==> src/design/wdac_pkg.sv <==
package wdac_pkg;

   // Default history length.
   localparam int HISTORY_DEPTH = 20;

   // Field widths.
   localparam int DEPTH_W  = 14;
   localparam int X_W      = 10;
   localparam int GAIN_W   = 7;
   localparam int SEARCH_W = 12;
   localparam int SPEED_W  = 10;
   localparam int TURN_W   = 18;
   localparam int KIND_W   = 2;
   localparam int CSR_IDX_W = 3;
   localparam int CSR_DAT_W = 14;

   // Limits.
   localparam int DEPTH_MIN   = 100;
   localparam int DEPTH_MAX   = 10000;
   localparam int TURN_LIMIT  = 102300;
   localparam int SPEED_LIMIT = 1000;

   // Register reset values.
   localparam logic [X_W-1:0]      IMAGE_CENTER_RST    = 10'd320;
   localparam logic [GAIN_W-1:0]   STEER_GAIN_RST      = 7'd10;
   localparam logic [SEARCH_W-1:0] SEARCH_RATE_RST     = 12'd500;
   localparam logic [DEPTH_W-1:0]  STOP_DISTANCE_RST   = 14'd200;
   localparam logic [DEPTH_W-1:0]  ARRIVE_DISTANCE_RST = 14'd400;
   localparam logic [SPEED_W-1:0]  MIN_SPEED_RST       = 10'd50;
   localparam logic [SPEED_W-1:0]  MAX_SPEED_RST       = 10'd300;

   // Register indexes.
   localparam logic [CSR_IDX_W-1:0] CSR_IMAGE_CENTER    = 3'd0;
   localparam logic [CSR_IDX_W-1:0] CSR_STEER_GAIN      = 3'd1;
   localparam logic [CSR_IDX_W-1:0] CSR_SEARCH_RATE     = 3'd2;
   localparam logic [CSR_IDX_W-1:0] CSR_STOP_DISTANCE   = 3'd3;
   localparam logic [CSR_IDX_W-1:0] CSR_ARRIVE_DISTANCE = 3'd4;
   localparam logic [CSR_IDX_W-1:0] CSR_MIN_SPEED       = 3'd5;
   localparam logic [CSR_IDX_W-1:0] CSR_MAX_SPEED       = 3'd6;

   // Item kinds.
   localparam logic [KIND_W-1:0] KIND_DEPTH = 2'd0;
   localparam logic [KIND_W-1:0] KIND_TICK  = 2'd1;
   localparam logic [KIND_W-1:0] KIND_START = 2'd2;

   typedef enum logic [2:0] {
      ST_IDLE,
      ST_READ,
      ST_UPDATE,
      ST_DIV_START,
      ST_DIV_WAIT,
      ST_FINISH
   } state_type;

endpackage

==> src/design/wdac_history_mem.sv <==
module wdac_history_mem #(
   parameter int DEPTH = wdac_pkg::HISTORY_DEPTH,
   parameter int WIDTH = wdac_pkg::DEPTH_W,
   parameter int AW    = (DEPTH > 1) ? $clog2(DEPTH) : 1
) (
   input  logic             clock,
   input  logic             wr_en,
   input  logic [AW-1:0]    wr_addr,
   input  logic [WIDTH-1:0] wr_data,
   input  logic             rd_en,
   input  logic [AW-1:0]    rd_addr,
   output logic [WIDTH-1:0] rd_data
);

   logic [WIDTH-1:0] mem [DEPTH];
   logic [WIDTH-1:0] rd_data_ff;

   always_ff @(posedge clock) begin
      if (wr_en) begin
         mem[wr_addr] <= wr_data;
      end
   end

   always_ff @(posedge clock) begin
      if (rd_en) begin
         rd_data_ff <= mem[rd_addr];
      end
   end

   assign rd_data = rd_data_ff;

endmodule

==> src/design/wdac_divider.sv <==
module wdac_divider #(
   parameter int DW = 22,
   parameter int VW = 8
) (
   input  logic          clock,
   input  logic          reset,
   input  logic          start,
   input  logic [DW-1:0] dividend,
   input  logic [VW-1:0] divisor,
   output logic          done,
   output logic [DW-1:0] quotient
);

   localparam int CNT_W = $clog2(DW + 1);

   logic [DW-1:0]    quo_ff, quo_in;
   logic [VW-1:0]    rem_ff, rem_in;
   logic [VW-1:0]    div_ff, div_in;
   logic [CNT_W-1:0] cnt_ff, cnt_in;
   logic             busy_ff, busy_in;
   logic             done_ff, done_in;

   logic [VW:0] shifted;
   logic [VW:0] diff;
   logic        ge;

   // One quotient bit per cycle, restoring form.
   always_comb begin
      shifted = {rem_ff, quo_ff[DW-1]};
      ge      = shifted >= {1'b0, div_ff};
      diff    = shifted - {1'b0, div_ff};
      quo_in  = quo_ff;
      rem_in  = rem_ff;
      div_in  = div_ff;
      cnt_in  = cnt_ff;
      busy_in = busy_ff;
      done_in = 1'b0;
      if (start) begin
         quo_in  = dividend;
         rem_in  = '0;
         div_in  = divisor;
         cnt_in  = CNT_W'(DW);
         busy_in = 1'b1;
      end else if (busy_ff) begin
         quo_in = {quo_ff[DW-2:0], ge};
         rem_in = ge ? diff[VW-1:0] : shifted[VW-1:0];
         cnt_in = cnt_ff - CNT_W'(1);
         if (cnt_ff == CNT_W'(1)) begin
            busy_in = 1'b0;
            done_in = 1'b1;
         end
      end
   end

   always_ff @(posedge clock) begin
      if (reset) begin
         busy_ff <= 1'b0;
         done_ff <= 1'b0;
         cnt_ff  <= '0;
      end else begin
         busy_ff <= busy_in;
         done_ff <= done_in;
         cnt_ff  <= cnt_in;
      end
      quo_ff <= quo_in;
      rem_ff <= rem_in;
      div_ff <= div_in;
   end

   assign done     = done_ff;
   assign quotient = quo_ff;

endmodule

==> src/design/weighted_depth_approach_controller.sv <==
// Sequence: a depth beat passes through READ, UPDATE, DIV_START and DIV_WAIT to FINISH;
// a tick, start or unused beat goes straight from IDLE to FINISH. FINISH waits while the held result is stalled.
// Only one beat is in flight: the next beat is taken once the block is back in IDLE, after
// the serial divider (one quotient bit per cycle) and the history read for a depth beat.
// Reset is synchronous and active high: registers return to their defaults, history count,
// sums, average and tracking clear, and the block is ready in the first cycle after reset.
module weighted_depth_approach_controller #(
   parameter int HISTORY_DEPTH = wdac_pkg::HISTORY_DEPTH
) (
   input  logic                                clock,
   input  logic                                reset,
   // Request channel.
   input  logic                                req_valid,
   output logic                                req_stall,
   input  logic [wdac_pkg::KIND_W-1:0]         req_kind,
   input  logic [wdac_pkg::DEPTH_W-1:0]        req_depth_mm,
   input  logic                                req_target_seen,
   input  logic [wdac_pkg::X_W-1:0]            req_target_x,
   // Response channel.
   output logic                                rsp_valid,
   input  logic                                rsp_stall,
   output logic [wdac_pkg::DEPTH_W-1:0]        rsp_weighted_average,
   output logic [wdac_pkg::SPEED_W-1:0]        rsp_forward_speed,
   output logic signed [wdac_pkg::TURN_W-1:0]  rsp_turn_rate,
   output logic                                rsp_arrived,
   output logic                                rsp_tracking_on,
   // Configuration write port.
   input  logic                                csr_write_en,
   input  logic [wdac_pkg::CSR_IDX_W-1:0]      csr_index,
   input  logic [wdac_pkg::CSR_DAT_W-1:0]      csr_wdata
);

   localparam int DEPTH_W = wdac_pkg::DEPTH_W;
   localparam int SPEED_W = wdac_pkg::SPEED_W;
   localparam int TURN_W  = wdac_pkg::TURN_W;
   localparam int X_W     = wdac_pkg::X_W;
   localparam int GAIN_W  = wdac_pkg::GAIN_W;

   // Widths that follow from the history length.
   localparam int SW     = (HISTORY_DEPTH > 1) ? $clog2(HISTORY_DEPTH) : 1;
   localparam int CW     = $clog2(HISTORY_DEPTH + 1);
   localparam int TW_MAX = HISTORY_DEPTH * (HISTORY_DEPTH + 1) / 2;
   localparam int TWW    = $clog2(TW_MAX + 1);
   localparam int PSW    = $clog2(HISTORY_DEPTH * wdac_pkg::DEPTH_MAX + 1);
   localparam int WSW    = $clog2(TW_MAX * wdac_pkg::DEPTH_MAX + 1);
   localparam int PW     = 2 * CW + 2;
   localparam int PROD_W = GAIN_W + X_W + 2;

   localparam logic [CW-1:0]      FullCount = CW'(HISTORY_DEPTH);
   localparam logic [CW:0]        DepthWide = (CW + 1)'(HISTORY_DEPTH);
   localparam logic [SW-1:0]      LastSlot  = SW'(HISTORY_DEPTH - 1);
   localparam logic [WSW-1:0]     DepthMul  = WSW'(HISTORY_DEPTH);
   localparam logic [DEPTH_W-1:0] DepthMin  = DEPTH_W'(wdac_pkg::DEPTH_MIN);
   localparam logic [DEPTH_W-1:0] DepthMax  = DEPTH_W'(wdac_pkg::DEPTH_MAX);
   localparam logic [WSW-1:0]     AvgMax    = WSW'(wdac_pkg::DEPTH_MAX);
   localparam logic signed [PROD_W-1:0] TurnHi = PROD_W'(wdac_pkg::TURN_LIMIT);
   localparam logic signed [PROD_W-1:0] TurnLo = -TurnHi;
   localparam logic [DEPTH_W-2:0] SpeedLim  = (DEPTH_W - 1)'(wdac_pkg::SPEED_LIMIT);

   // Configuration registers.
   logic [X_W-1:0]                    image_center_ff;
   logic [GAIN_W-1:0]                 steer_gain_ff;
   logic [wdac_pkg::SEARCH_W-1:0]     search_rate_ff;
   logic [DEPTH_W-1:0]                stop_distance_ff;
   logic [DEPTH_W-1:0]                arrive_distance_ff;
   logic [SPEED_W-1:0]                min_speed_ff;
   logic [SPEED_W-1:0]                max_speed_ff;

   // Control and history bookkeeping.
   wdac_pkg::state_type state_ff, state_in;
   logic [CW-1:0]      count_ff, count_in;
   logic [SW-1:0]      oldest_ff, oldest_in;
   logic [PSW-1:0]     psum_ff, psum_in;
   logic [WSW-1:0]     wsum_ff, wsum_in;
   logic               tracking_ff, tracking_in;
   logic [DEPTH_W-1:0] avg_ff, avg_in;

   // Captured request beat.
   logic [wdac_pkg::KIND_W-1:0] kind_ff;
   logic [DEPTH_W-1:0]          depth_ff;
   logic                        seen_ff;
   logic [X_W-1:0]              tx_ff;

   // Response register.
   logic                       rsp_valid_ff, rsp_valid_in;
   logic [DEPTH_W-1:0]         rsp_avg_ff;
   logic [SPEED_W-1:0]         rsp_speed_ff;
   logic signed [TURN_W-1:0]   rsp_turn_ff;
   logic                       rsp_arrived_ff;
   logic                       rsp_tracking_ff;

   logic req_accept;
   logic out_free;
   logic mem_rd_en;
   logic mem_wr_en;
   logic div_start;
   logic upd_en;
   logic fin_fire;
   logic div_done;
   logic [WSW-1:0] div_quotient;
   logic [DEPTH_W-1:0] old_depth;
   logic [DEPTH_W-1:0] depth_clamped;

   assign req_accept = req_valid && !req_stall;
   assign req_stall  = (state_ff != wdac_pkg::ST_IDLE);
   // The result register frees when it is empty or being taken in this cycle.
   assign out_free   = !rsp_valid_ff || !rsp_stall;

   // Depth is clamped into range as it is captured.
   always_comb begin
      depth_clamped = req_depth_mm;
      if (req_depth_mm < DepthMin) begin
         depth_clamped = DepthMin;
      end else if (req_depth_mm > DepthMax) begin
         depth_clamped = DepthMax;
      end
   end

   // Next state.
   always_comb begin
      state_in = state_ff;
      unique case (state_ff)
         wdac_pkg::ST_IDLE: begin
            if (req_accept) begin
               state_in = (req_kind == wdac_pkg::KIND_DEPTH) ? wdac_pkg::ST_READ
                                                             : wdac_pkg::ST_FINISH;
            end
         end
         wdac_pkg::ST_READ:      state_in = wdac_pkg::ST_UPDATE;
         wdac_pkg::ST_UPDATE:    state_in = wdac_pkg::ST_DIV_START;
         wdac_pkg::ST_DIV_START: state_in = wdac_pkg::ST_DIV_WAIT;
         wdac_pkg::ST_DIV_WAIT: begin
            if (div_done) begin
               state_in = wdac_pkg::ST_FINISH;
            end
         end
         wdac_pkg::ST_FINISH: begin
            if (out_free) begin
               state_in = wdac_pkg::ST_IDLE;
            end
         end
         default: state_in = wdac_pkg::ST_IDLE;
      endcase
   end

   // State machine outputs.
   always_comb begin
      mem_rd_en = 1'b0;
      mem_wr_en = 1'b0;
      div_start = 1'b0;
      upd_en    = 1'b0;
      fin_fire  = 1'b0;
      unique case (state_ff)
         wdac_pkg::ST_READ:      mem_rd_en = 1'b1;
         wdac_pkg::ST_UPDATE: begin
            mem_wr_en = 1'b1;
            upd_en    = 1'b1;
         end
         wdac_pkg::ST_DIV_START: div_start = 1'b1;
         wdac_pkg::ST_FINISH:    fin_fire  = out_free;
         default: begin
         end
      endcase
   end

   // History update. When the history is full the oldest entry, read from memory in the
   // previous cycle, is replaced and every remaining weight drops by one.
   logic          full;
   logic [CW:0]   slot_sum;
   logic [SW-1:0] wr_slot;
   logic [CW-1:0] count_next;

   always_comb begin
      full       = (count_ff == FullCount);
      count_next = count_ff + CW'(1);
      slot_sum   = (CW + 1)'(oldest_ff) + (CW + 1)'(count_ff);
      if (slot_sum >= DepthWide) begin
         slot_sum = slot_sum - DepthWide;
      end
      wr_slot   = full ? oldest_ff : SW'(slot_sum);
      count_in  = count_ff;
      oldest_in = oldest_ff;
      psum_in   = psum_ff;
      wsum_in   = wsum_ff;
      if (upd_en) begin
         if (!full) begin
            count_in = count_next;
            psum_in  = psum_ff + PSW'(depth_ff);
            wsum_in  = wsum_ff + WSW'(WSW'(count_next) * WSW'(depth_ff));
         end else begin
            wsum_in   = wsum_ff - WSW'(psum_ff) + WSW'(DepthMul * WSW'(depth_ff));
            psum_in   = psum_ff - PSW'(old_depth) + PSW'(depth_ff);
            oldest_in = (oldest_ff == LastSlot) ? '0 : oldest_ff + SW'(1);
         end
      end
   end

   // Sum of weights n(n+1)/2 for the divider.
   logic [PW-1:0]  weight_prod;
   logic [TWW-1:0] weight_div;

   assign weight_prod = PW'(count_ff) * (PW'(count_ff) + PW'(1));
   assign weight_div  = TWW'(weight_prod >> 1);

   always_comb begin
      avg_in = avg_ff;
      if (div_done) begin
         avg_in = (div_quotient > AvgMax) ? DepthMax : DEPTH_W'(div_quotient);
      end
   end

   // Result of the current beat.
   logic signed [X_W:0]       err;
   logic signed [PROD_W-1:0]  turn_prod;
   logic signed [PROD_W-1:0]  turn_sat;
   logic [DEPTH_W-2:0]        speed_calc;
   logic [SPEED_W-1:0]        res_speed;
   logic signed [TURN_W-1:0]  res_turn;
   logic                      res_arrived;
   logic                      res_tracking;

   assign err       = $signed({1'b0, image_center_ff}) - $signed({1'b0, tx_ff});
   assign turn_prod = PROD_W'($signed({1'b0, steer_gain_ff})) * PROD_W'(err);

   always_comb begin
      turn_sat = turn_prod;
      if (turn_prod > TurnHi) begin
         turn_sat = TurnHi;
      end else if (turn_prod < TurnLo) begin
         turn_sat = TurnLo;
      end
      speed_calc = avg_ff[DEPTH_W-1:1];
      if (speed_calc < (DEPTH_W - 1)'(min_speed_ff)) begin
         speed_calc = (DEPTH_W - 1)'(min_speed_ff);
      end
      if (speed_calc > (DEPTH_W - 1)'(max_speed_ff)) begin
         speed_calc = (DEPTH_W - 1)'(max_speed_ff);
      end
      if (speed_calc > SpeedLim) begin
         speed_calc = SpeedLim;
      end

      res_speed    = '0;
      res_turn     = '0;
      res_arrived  = 1'b0;
      res_tracking = tracking_ff;
      case (kind_ff)
         wdac_pkg::KIND_DEPTH: begin
            // Arrival only ends an active approach.
            if (tracking_ff && (avg_ff < arrive_distance_ff)) begin
               res_arrived  = 1'b1;
               res_tracking = 1'b0;
            end
         end
         wdac_pkg::KIND_START: res_tracking = 1'b1;
         wdac_pkg::KIND_TICK: begin
            if (tracking_ff) begin
               if (!seen_ff) begin
                  res_turn = $signed(TURN_W'(search_rate_ff));
               end else begin
                  res_turn = TURN_W'(turn_sat);
                  if (avg_ff > stop_distance_ff) begin
                     res_speed = SPEED_W'(speed_calc);
                  end
               end
            end
         end
         default: begin
         end
      endcase
   end

   assign tracking_in  = fin_fire ? res_tracking : tracking_ff;
   assign rsp_valid_in = fin_fire ? 1'b1 : (rsp_valid_ff && rsp_stall);

   always_ff @(posedge clock) begin
      if (reset) begin
         state_ff           <= wdac_pkg::ST_IDLE;
         count_ff           <= '0;
         oldest_ff          <= '0;
         psum_ff            <= '0;
         wsum_ff            <= '0;
         tracking_ff        <= 1'b0;
         avg_ff             <= '0;
         rsp_valid_ff       <= 1'b0;
         image_center_ff    <= wdac_pkg::IMAGE_CENTER_RST;
         steer_gain_ff      <= wdac_pkg::STEER_GAIN_RST;
         search_rate_ff     <= wdac_pkg::SEARCH_RATE_RST;
         stop_distance_ff   <= wdac_pkg::STOP_DISTANCE_RST;
         arrive_distance_ff <= wdac_pkg::ARRIVE_DISTANCE_RST;
         min_speed_ff       <= wdac_pkg::MIN_SPEED_RST;
         max_speed_ff       <= wdac_pkg::MAX_SPEED_RST;
      end else begin
         state_ff     <= state_in;
         count_ff     <= count_in;
         oldest_ff    <= oldest_in;
         psum_ff      <= psum_in;
         wsum_ff      <= wsum_in;
         tracking_ff  <= tracking_in;
         avg_ff       <= avg_in;
         rsp_valid_ff <= rsp_valid_in;
         if (csr_write_en) begin
            unique case (csr_index)
               wdac_pkg::CSR_IMAGE_CENTER:    image_center_ff    <= X_W'(csr_wdata);
               wdac_pkg::CSR_STEER_GAIN:      steer_gain_ff      <= GAIN_W'(csr_wdata);
               wdac_pkg::CSR_SEARCH_RATE:     search_rate_ff     <=
                                                 wdac_pkg::SEARCH_W'(csr_wdata);
               wdac_pkg::CSR_STOP_DISTANCE:   stop_distance_ff   <= csr_wdata;
               wdac_pkg::CSR_ARRIVE_DISTANCE: arrive_distance_ff <= csr_wdata;
               wdac_pkg::CSR_MIN_SPEED:       min_speed_ff       <= SPEED_W'(csr_wdata);
               wdac_pkg::CSR_MAX_SPEED:       max_speed_ff       <= SPEED_W'(csr_wdata);
               default: begin
               end
            endcase
         end
      end
      if (req_accept) begin
         kind_ff  <= req_kind;
         depth_ff <= depth_clamped;
         seen_ff  <= req_target_seen;
         tx_ff    <= req_target_x;
      end
      if (fin_fire) begin
         rsp_avg_ff      <= avg_ff;
         rsp_speed_ff    <= res_speed;
         rsp_turn_ff     <= res_turn;
         rsp_arrived_ff  <= res_arrived;
         rsp_tracking_ff <= res_tracking;
      end
   end

   // The history samples themselves live in a one-port-read, one-port-write memory.
   wdac_history_mem #(
      .DEPTH (HISTORY_DEPTH),
      .WIDTH (DEPTH_W),
      .AW    (SW)
   ) u_history (
      .clock   (clock),
      .wr_en   (mem_wr_en),
      .wr_addr (wr_slot),
      .wr_data (depth_ff),
      .rd_en   (mem_rd_en),
      .rd_addr (oldest_ff),
      .rd_data (old_depth)
   );

   // Weighted sum divided by the sum of weights, one bit per cycle.
   wdac_divider #(
      .DW (WSW),
      .VW (TWW)
   ) u_divider (
      .clock    (clock),
      .reset    (reset),
      .start    (div_start),
      .dividend (wsum_ff),
      .divisor  (weight_div),
      .done     (div_done),
      .quotient (div_quotient)
   );

   assign rsp_valid            = rsp_valid_ff;
   assign rsp_weighted_average = rsp_avg_ff;
   assign rsp_forward_speed    = rsp_speed_ff;
   assign rsp_turn_rate        = rsp_turn_ff;
   assign rsp_arrived          = rsp_arrived_ff;
   assign rsp_tracking_on      = rsp_tracking_ff;

`ifndef NO_ASSERTIONS
   a_count_bound: assert property (@(posedge clock) disable iff (reset)
      count_ff <= FullCount)
      else $error("history count exceeds depth");

   a_oldest_only_full: assert property (@(posedge clock) disable iff (reset)
      (oldest_ff != '0) |-> full)
      else $error("oldest slot moved before history filled");

   a_arrived_clears: assert property (@(posedge clock) disable iff (reset)
      (rsp_valid && rsp_arrived) |-> !rsp_tracking_on)
      else $error("arrival reported with tracking still on");

   a_accept_leaves_idle: assert property (@(posedge clock) disable iff (reset)
      req_accept |=> (state_ff != wdac_pkg::ST_IDLE))
      else $error("accepted beat did not start processing");

   a_avg_bound: assert property (@(posedge clock) disable iff (reset)
      avg_ff <= DepthMax)
      else $error("weighted average above depth limit");
`endif

endmodule

==> config.mk <==
export PLATFORM = sky130hd
export DESIGN_NAME = weighted_depth_approach_controller
export DESIGN_NICKNAME = d
export VERILOG_FILES = /design/src/design/wdac_pkg.sv /design/src/design/wdac_history_mem.sv /design/src/design/wdac_divider.sv /design/src/design/weighted_depth_approach_controller.sv
export SDC_FILE = /design/constraint.sdc
export NUM_CORES = 2
export LEC_CHECK = 0
export BUFFER_PORTS_ARGS = -buffer_cell sky130_fd_sc_hd__buf_2
export CAP_MARGIN = 15
export CORE_ASPECT_RATIO = 1.25
export CORE_MARGIN = 2
export CORE_UTILIZATION = 50
export CTS_CLUSTER_DIAMETER = 50
export DETAILED_ROUTE_END_ITERATION = 6
export GPL_ROUTABILITY_DRIVEN = 0
export PLACE_DENSITY = 0.66
export SETUP_SLACK_MARGIN = 0.05
export SKIP_CTS_REPAIR_TIMING = 1
export SLEW_MARGIN = 5
export SYNTH_ARGS = -nofsm -noshare
export SYNTH_HDL_FRONTEND = slang
export SYNTH_SLANG_ARGS = --single-unit
==> constraint.sdc <==
create_clock -name clock -period 8.4 [get_ports clock]
set_input_delay 0.42 -clock clock [delete_from_list [all_inputs] [get_ports clock]]
set_output_delay 0.42 -clock clock [all_outputs]
set_load 0.05 [all_outputs]
After elaboration in Yosys (flattened, before gate mapping)
Memories as Yosys holds them, arrays and structs flattened. A register that Yosys moved wholly into a read port is not among the register bits.
Cells that the tools add are included.
{ "word_totals": {"romBits": 0, "mem_bits_rw": 280, "input_bits": 49, "reg_bits": 262, "output_inout_bits": 46, "latchBits": 0, "wordCells": 159, "mem_count": 1} }
{ "classes": {"n_eq_ne": 19, "n_reduce_logical": 31, "mul": 4, "n_addsub": 14, "muxes": 37, "shifts": 0, "n_bitwise": 6, "n_lt_le_gt_ge": 12, "n_div": 0} }
{ "mem_list": {"columns": ["name", "words", "width", "read_ports", "rd_clocked_by_memory_dff", "wr", "line_no", "source"], "rows": [
  ["u_history.mem", 20, 14, 1, 1, 1, "wdac_history_mem.sv:15", "logic [WIDTH-1:0] mem [DEPTH];"]
]} }
{ "ops": {"columns": ["cell", "n"], "rows": [
  ["$mux W22", 3],
  ["$add A22 B19 Y22", 2],
  ["$add A18 B14 Y18", 2],
  ["$mux W18", 2],
  ["$mux W14", 2],
  ["$mux W13", 2],
  ["$mux W5", 5],
  ["$gt A22 B14 Y1 const B", 1],
  ["$sub A22 B18 Y22", 1],
  ["$reduce_and A2 Y1", 10],
  ["$gt A19 B18 Y1 const B", 1],
  ["$lt A19 B18 Y1 const B", 1],
  ["$mul A5 B14 Y19", 1],
  ["$mul A8 B11 Y19", 1],
  ["$pmux W3 S6", 1],
  ["$sub A18 B14 Y18", 1],
  ["$mul A3 B14 Y17 const A", 1],
  ["$mux W17", 1],
  ["$eq A3 B3 Y1 const B", 5],
  ["$gt A14 B14 Y1", 1],
  ["$gt A14 B14 Y1 const B", 1],
  ["$lt A14 B14 Y1", 1],
  ["$lt A14 B7 Y1 const B", 1],
  ["$gt A13 B10 Y1", 1],
  ["other kinds (40)", 75]
]} }

Depth between registers and ports, before layout
{ "depth": {"word_depth": 6, "depth_mapped": 34, "depth_no_buf": 33} }

Hierarchy
From an unflattened synthesis, not the netlist that was laid out.
{ "hier_totals": {"hier_cells": 3106, "area_unflattened_um2": 34281.6} }
{ "by_module_without_submodules": {"columns": ["module", "cells_per_inst", "seq_area_each_um2", "area_each_um2", "n_inst"], "rows": [
  ["weighted_depth_approach_controller", 2448, 5054.8, 20917.6, 1],
  ["wdac_history_mem", 476, 8828.5, 11135.7, 1],
  ["wdac_divider", 182, 1201.2, 2228.4, 1]
]} }

Worst setup path after synthesis
No wires, ideal clock.
{ "synth_timing": {"path_type": "reg2reg", "from": "reg image_center_ff[0]", "to": "reg rsp_turn_ff[6] (netlist: rsp_turn_rate[6]), data pin", "t_required_ns": 8.144, "n_path_buf": 2, "path_stages_with_launch": 35, "period_less_slack_ns": 7.143, "setup_time_ns": 0.256, "setup_slack_ns": 1.257, "t_arrival_ns": 6.886, "cell_sequence": "dfxtp_1 > inv_1 > ha_1 > inv_1 > fa_1 > a21o_1 > a21oi_1 > o21ai_1 > a21oi_1 > nand2b_1 > a21boi_1 > o21ai_0 > nand2b_1 > a21oi_1 > clkbuf_1 > nand2_1 > fa_1 > inv_1 > fa_1 > fa_1 > inv_1 > fa_1 > inv_1 > ha_1 > clkbuf_1 > a21oi_1 > nand2_1 > o21ai_0 > a31oi_1 > a21o_1 > a21o_1 > xnor2_1 > nor2_1 > or2_1 > a22o_1"} }
{ "synth_between": {"elab_chain_cells": 6, "word_cells_on_any_way": 7, "cone_classes": "1 x add/sub; 1 x mul; 2 x order compare; 3 x mux"} }
{ "synth_rtl": {"columns": ["item", "line_no", "source"], "rows": [
  ["start, declared", "weighted_depth_approach_controller.sv:61", "logic [X_W-1:0] image_center_ff;"],
  ["start signal, assigned", "weighted_depth_approach_controller.sv:286", "image_center_ff <= wdac_pkg::IMAGE_CENTER_RST;"],
  ["start signal, assigned", "weighted_depth_approach_controller.sv:304", "wdac_pkg::CSR_IMAGE_CENTER: image_center_ff <= X_W'(csr_wdata);"],
  ["$sub A10 B10 Y11 (*)", "weighted_depth_approach_controller.sv:222", "assign err = $signed({1'b0, image_center_ff}) - $signed({1'b0, tx_ff});"],
  ["$mul A8 B11 Y19 (*)", "weighted_depth_approach_controller.sv:223", "assign turn_prod = PROD_W'($signed({1'b0, steer_gain_ff})) * PROD_W'(err);"],
  ["$lt A19 B18 Y1", "weighted_depth_approach_controller.sv:229", "end else if (turn_prod < TurnLo) begin"],
  ["$mux W18", "weighted_depth_approach_controller.sv:229", null],
  ["$mux W17 (*)", "weighted_depth_approach_controller.sv:227", "if (turn_prod > TurnHi) begin"],
  ["$mux W12 (*)", "weighted_depth_approach_controller.sv:258", "if (!seen_ff) begin"],
  ["end signal, assigned", "weighted_depth_approach_controller.sv:326", "rsp_turn_ff <= res_turn;"],
  ["end, declared", "weighted_depth_approach_controller.sv:88", "logic signed [TURN_W-1:0] rsp_turn_ff;"]
]} }
Every way passes the cells marked *; elsewhere a longest branch is shown, timed or not.
A chain may end at the register's enable or synchronous reset.

Worst setup path after layout
{ "layout_timing": {"from": "reg image_center_ff[0]", "to": "reg rsp_turn_ff[10] (netlist: rsp_turn_rate[10]), data pin"} }
Same word-level chain as after synthesis.

==> out/results.txt <==
The flow ran to the end, but the final reports show violations. The checks that failed: design-rule violations. The repair_antennas step left the layout with diodes totalling 0.

Measured along the y axis, the die boundary spans 295 um. In this run the horizontal extent of the chip is 237 um. The post-detailed-placement half-perimeter wirelength is 58.8 mm. The power per cell area is 355 mW/mm^2. Final routed wire length divided by cell count: 20.0 um. For the final max-slew violation count, the log shows 0. The worst hold path begins at req_target_x[5]. The fraction of final layout cells with drive strength greater than 1 was 0.114; the number of vias per cell was 5.71. In this run the standard cell core region covers 0.0671 mm^2. The slew at the pin closest to its max-slew limit was 1.16 ns. For the final routed database, the setup TNS stands at 0 ns. After the flow finishes, the layout carries non-filler instances totaling 4087.

Worst slew margin relative to its limit: 0.225. The endpoint required time on the critical path is 8.76 ns. Critical path class: reg2reg. The remaining design rule violation count was 2. STA puts the critical path data arrival time at 8.06 ns. Synthesis handed over a netlist of 3073 instances. The run gives 0.202 mV as the maximum resistive drop on vdd.

The detail route stage leaves a number of antenna-violating nets equal to 0. Setup repair after global routing left no endpoint under its margin. The number of max-cap violations is 0, and the part of the cycle the worst path needs is 0.916.

The tools report the timing startpoint of the critical path as image_center_ff[0]. The die covers 0.0700 mm^2. Yosys printed 0 warnings.

The tools report the total vias in the final route as 23300. The routed design could run at a clock period as short as 7.70 ns. The cell with the largest stage delay on the worst path was sky130_fd_sc_hd__fa_1. The post-synthesis async set-or-reset flop share is 0.

The leading register cell type out of synthesis is sky130_fd_sc_hd__edfxtp_1. The tools report the type of element launching the critical path as a flip-flop. For the netlist area before placement, the log shows 0.0340 mm^2.

The portion of total power attributed to sequential cells is 0.268. The count of TritonRoute iterations in the first routing pass was 7; the number of enable flip-flop cells after synthesis was 395. The final hold violation count is 0, and the sequential cell area fraction in the yosys report is 0.444. The run gives 24600 as the number of global-route vias before repair. On the worst path, the slowest cell contributes a delay of 0.55 ns.

Row generation in the floorplan step produced 106 rows. After clock tree synthesis, the clock-pin slew on the worst setup and hold paths is 0.06 ns. The number of register bits inferred by synthesis is 556, and the timing-limited maximum frequency is 130 MHz. Setup violations remaining at the end of the flow were counted as 0. The tools report the number of filler instances in the final layout as 5516. The number of nets in the synthesized netlist is 3526. The clock passes through at most 3 buffers. During placement, the flow inserted port buffers numbering 94. For the final database, setup skew stands at 0.0590 ns. The first routing iteration left 1363 violations.

The combined global-route utilization of all metal layers came out at 0.238. TritonCTS built the clock tree. Clock latency on the worst-skew pair, taken at its later pin, is 0.65 ns.

The run gives 0.506 as the effective utilization at floorplan. After detailed routing, the total wire length is 81.9 mm. The internal power of the cells is 7.84 mW, and the average instance area after synthesis is 11.1 um^2. Of all nets on the critical path, the largest fanout is 13. The run gives 130 mm as the wire length of the first global-routing pass. The static power due to leakage is 15.3 nW, and the aggregate global routing overflow is 0.

The worst register-to-register path begins at image_center_ff[0]. The switching share of power is 0.417, and the number of antenna violations at the first check in global routing is 0. The tools report the top-level I/O count as 95.

The element type at the critical path end was a flip-flop. The min-delay analysis places its worst path in the category in2reg. The area growth from synthesis to layout is 11.4%, and the share of total power in the clock network is 0.224. The net count of the finished layout came out at 3623.

In this run the power spent charging and discharging nets is 5.60 mW. The count of H-tree levels built during CTS was 3. The count of unique library cells instantiated by Yosys is 80, and the share of total power in combinational logic is 0.508. Including well taps, the total number of placed cells is 3954.

The clock buffer count from CTS was 67. The tree built by TritonCTS fans out to 556 sinks. Entering global routing, the biggest net connects 61 pins. The CTS root buffer was sky130_fd_sc_hd__clkbuf_16.
-- stage by stage --
stage,util,hold slack [ns],worst slack (ns),area [um^2],total power [mW]
after global placement,0.528,0.443,0.923,35400,10.2
after CTS,0.562,-0.0615,0.710,37700,13.5
after global routing,0.564,0.00102,0.211,37800,14.5
final,0.564,0.00293,0.703,37800,13.4
after detailed placement,0.528,0.447,0.716,35400,10.4
after floorplan,-,0.421,1.26,34000,8.87
-- power by group through the flow --
stage	Clock, mW	Sequential [mW]	Combinational, mW
floorplan	0	3.63	5.24
global placement	0	3.64	6.56
detailed placement	0	3.66	6.76
CTS	3.06	3.60	6.80
global route	3.16	3.63	7.68
finish	3.01	3.60	6.83
-- final timing paths --
path	endpoint	slack, ns	cells past startpoint
max	rsp_turn_rate[10]	0.70	32
min	tx_ff[5]	0.003	1
max reg2reg	rsp_turn_rate[10]	0.70	32
min reg2reg	arrive_distance_ff[9]	0.46	2
-- cells by family after synthesis --
logic type | count (synthesis) | share of synthesized area
simple gates | 887 | 0.124
flops | 556 | 0.444
xor+xnor | 103 | 0.0266
compound gates | 542 | 0.102
mux | 122 | 0.0678
fa+ha+maj | 406 | 0.185
buf+inv | 457 | 0.0505
-- layer usage --
layer  track usage  wire [um]  up-vias
met5             0          0        -
met4        0.0867       2430        0
met1         0.259      31500    11700
met3        0.0300       3040      161
met2         0.467      44900      508
li1              -          -    11000
-- registers in the layout, indices dropped and copies added (netlist names), 14 cells and up --
| register | cells |
|---|---|
| u_history.mem | 280 |
| rsp_turn_rate | 18 |
| avg_ff | 14 |
| wsum_ff | 22 |
| u_history.rd_data | 14 |
| psum_ff | 18 |
| rsp_weighted_average | 14 |
| u_divider.quotient | 22 |
| stop_distance_ff | 14 |
| arrive_distance_ff | 14 |
| depth_ff | 14 |
-- synthesized netlist by cell type, types with 14 or more instances --
| library cell | number | area (um^2) |
|---|---|---|
| sky130_fd_sc_hd__o21ai_1 | 29 | 145 |
| sky130_fd_sc_hd__dfxtp_1 | 161 | 3220 |
| sky130_fd_sc_hd__nor2b_1 | 47 | 294 |
| sky130_fd_sc_hd__a21oi_1 | 175 | 876 |
| sky130_fd_sc_hd__xnor2_1 | 71 | 622 |
| sky130_fd_sc_hd__a21o_1 | 45 | 338 |
| sky130_fd_sc_hd__nand4_1 | 18 | 113 |
| sky130_fd_sc_hd__mux2i_1 | 20 | 200 |
| sky130_fd_sc_hd__nand3_1 | 48 | 240 |
| sky130_fd_sc_hd__fa_1 | 161 | 3220 |
| sky130_fd_sc_hd__o211ai_1 | 29 | 218 |
| sky130_fd_sc_hd__nand2_1 | 333 | 1250 |
| sky130_fd_sc_hd__inv_1 | 351 | 1320 |
| sky130_fd_sc_hd__clkbuf_1 | 90 | 338 |
| sky130_fd_sc_hd__buf_1 | 14 | 52.6 |
| sky130_fd_sc_hd__mux4_2 | 84 | 1890 |
| sky130_fd_sc_hd__o21a_1 | 21 | 158 |
| sky130_fd_sc_hd__ha_1 | 243 | 3040 |
| sky130_fd_sc_hd__a211oi_1 | 32 | 240 |
| sky130_fd_sc_hd__mux2_2 | 16 | 180 |
| sky130_fd_sc_hd__nor3_1 | 51 | 255 |
| sky130_fd_sc_hd__and2_1 | 75 | 469 |
| sky130_fd_sc_hd__o21ai_0 | 86 | 430 |
| sky130_fd_sc_hd__edfxtp_1 | 395 | 11900 |
| sky130_fd_sc_hd__nand2b_1 | 72 | 450 |
| sky130_fd_sc_hd__a31oi_1 | 15 | 93.8 |
| sky130_fd_sc_hd__nor2_1 | 179 | 672 |
| sky130_fd_sc_hd__xor2_1 | 32 | 280 |
-- worst max-delay path: cells and delay by family, from the launching register on --
kind | cells | cell delay [ns]
simple gates | 6 | 0.74
flops | 1 | 0.31
buf+inv | 6 | 0.43
fa+ha+maj | 7 | 3.05
compound gates | 12 | 2.48
xor+xnor | 1 | 0.40
-- placed cells by master (no fill, tap or decap), types with 18 or more instances in the layout --
master                      count
sky130_fd_sc_hd__edfxtp_1     395
sky130_fd_sc_hd__inv_1        351
sky130_fd_sc_hd__nand2_1      333
sky130_fd_sc_hd__ha_1         243
sky130_fd_sc_hd__a21oi_1      174
sky130_fd_sc_hd__nor2_1       162
sky130_fd_sc_hd__fa_1         161
sky130_fd_sc_hd__dfxtp_1      159
sky130_fd_sc_hd__buf_2         94
sky130_fd_sc_hd__o21ai_0       86
sky130_fd_sc_hd__mux4_2        84
sky130_fd_sc_hd__and2_1        75
sky130_fd_sc_hd__nand2b_1      72
sky130_fd_sc_hd__xnor2_1       71
sky130_fd_sc_hd__clkbuf_16     67
sky130_fd_sc_hd__nor3_1        51
sky130_fd_sc_hd__nand3_1       48
sky130_fd_sc_hd__nor2b_1       47
sky130_fd_sc_hd__a21o_1        45
sky130_fd_sc_hd__xor2_1        32
sky130_fd_sc_hd__a211oi_1      32
sky130_fd_sc_hd__o21ai_1       29
sky130_fd_sc_hd__o211ai_1      29
sky130_fd_sc_hd__buf_4         29
sky130_fd_sc_hd__o21a_1        21
sky130_fd_sc_hd__mux2i_1       20
sky130_fd_sc_hd__nand4_1       18
-- area by class of cell --
type | instances | area (um^2) | area share
Multi-Input combinational cell | 2060 | 17200 | 0.455
Clock buffer | 81 | 1780 | 0.0470
Sequential cell | 556 | 15100 | 0.399
Inverter | 352 | 1320 | 0.0349
Clock inverter | 41 | 544 | 0.0144
Timing Repair Buffer | 133 | 787 | 0.0208
Tap cell | 864 | 1080 | 0.0286
No activity file was read; power rests on OpenSTA's default activity.
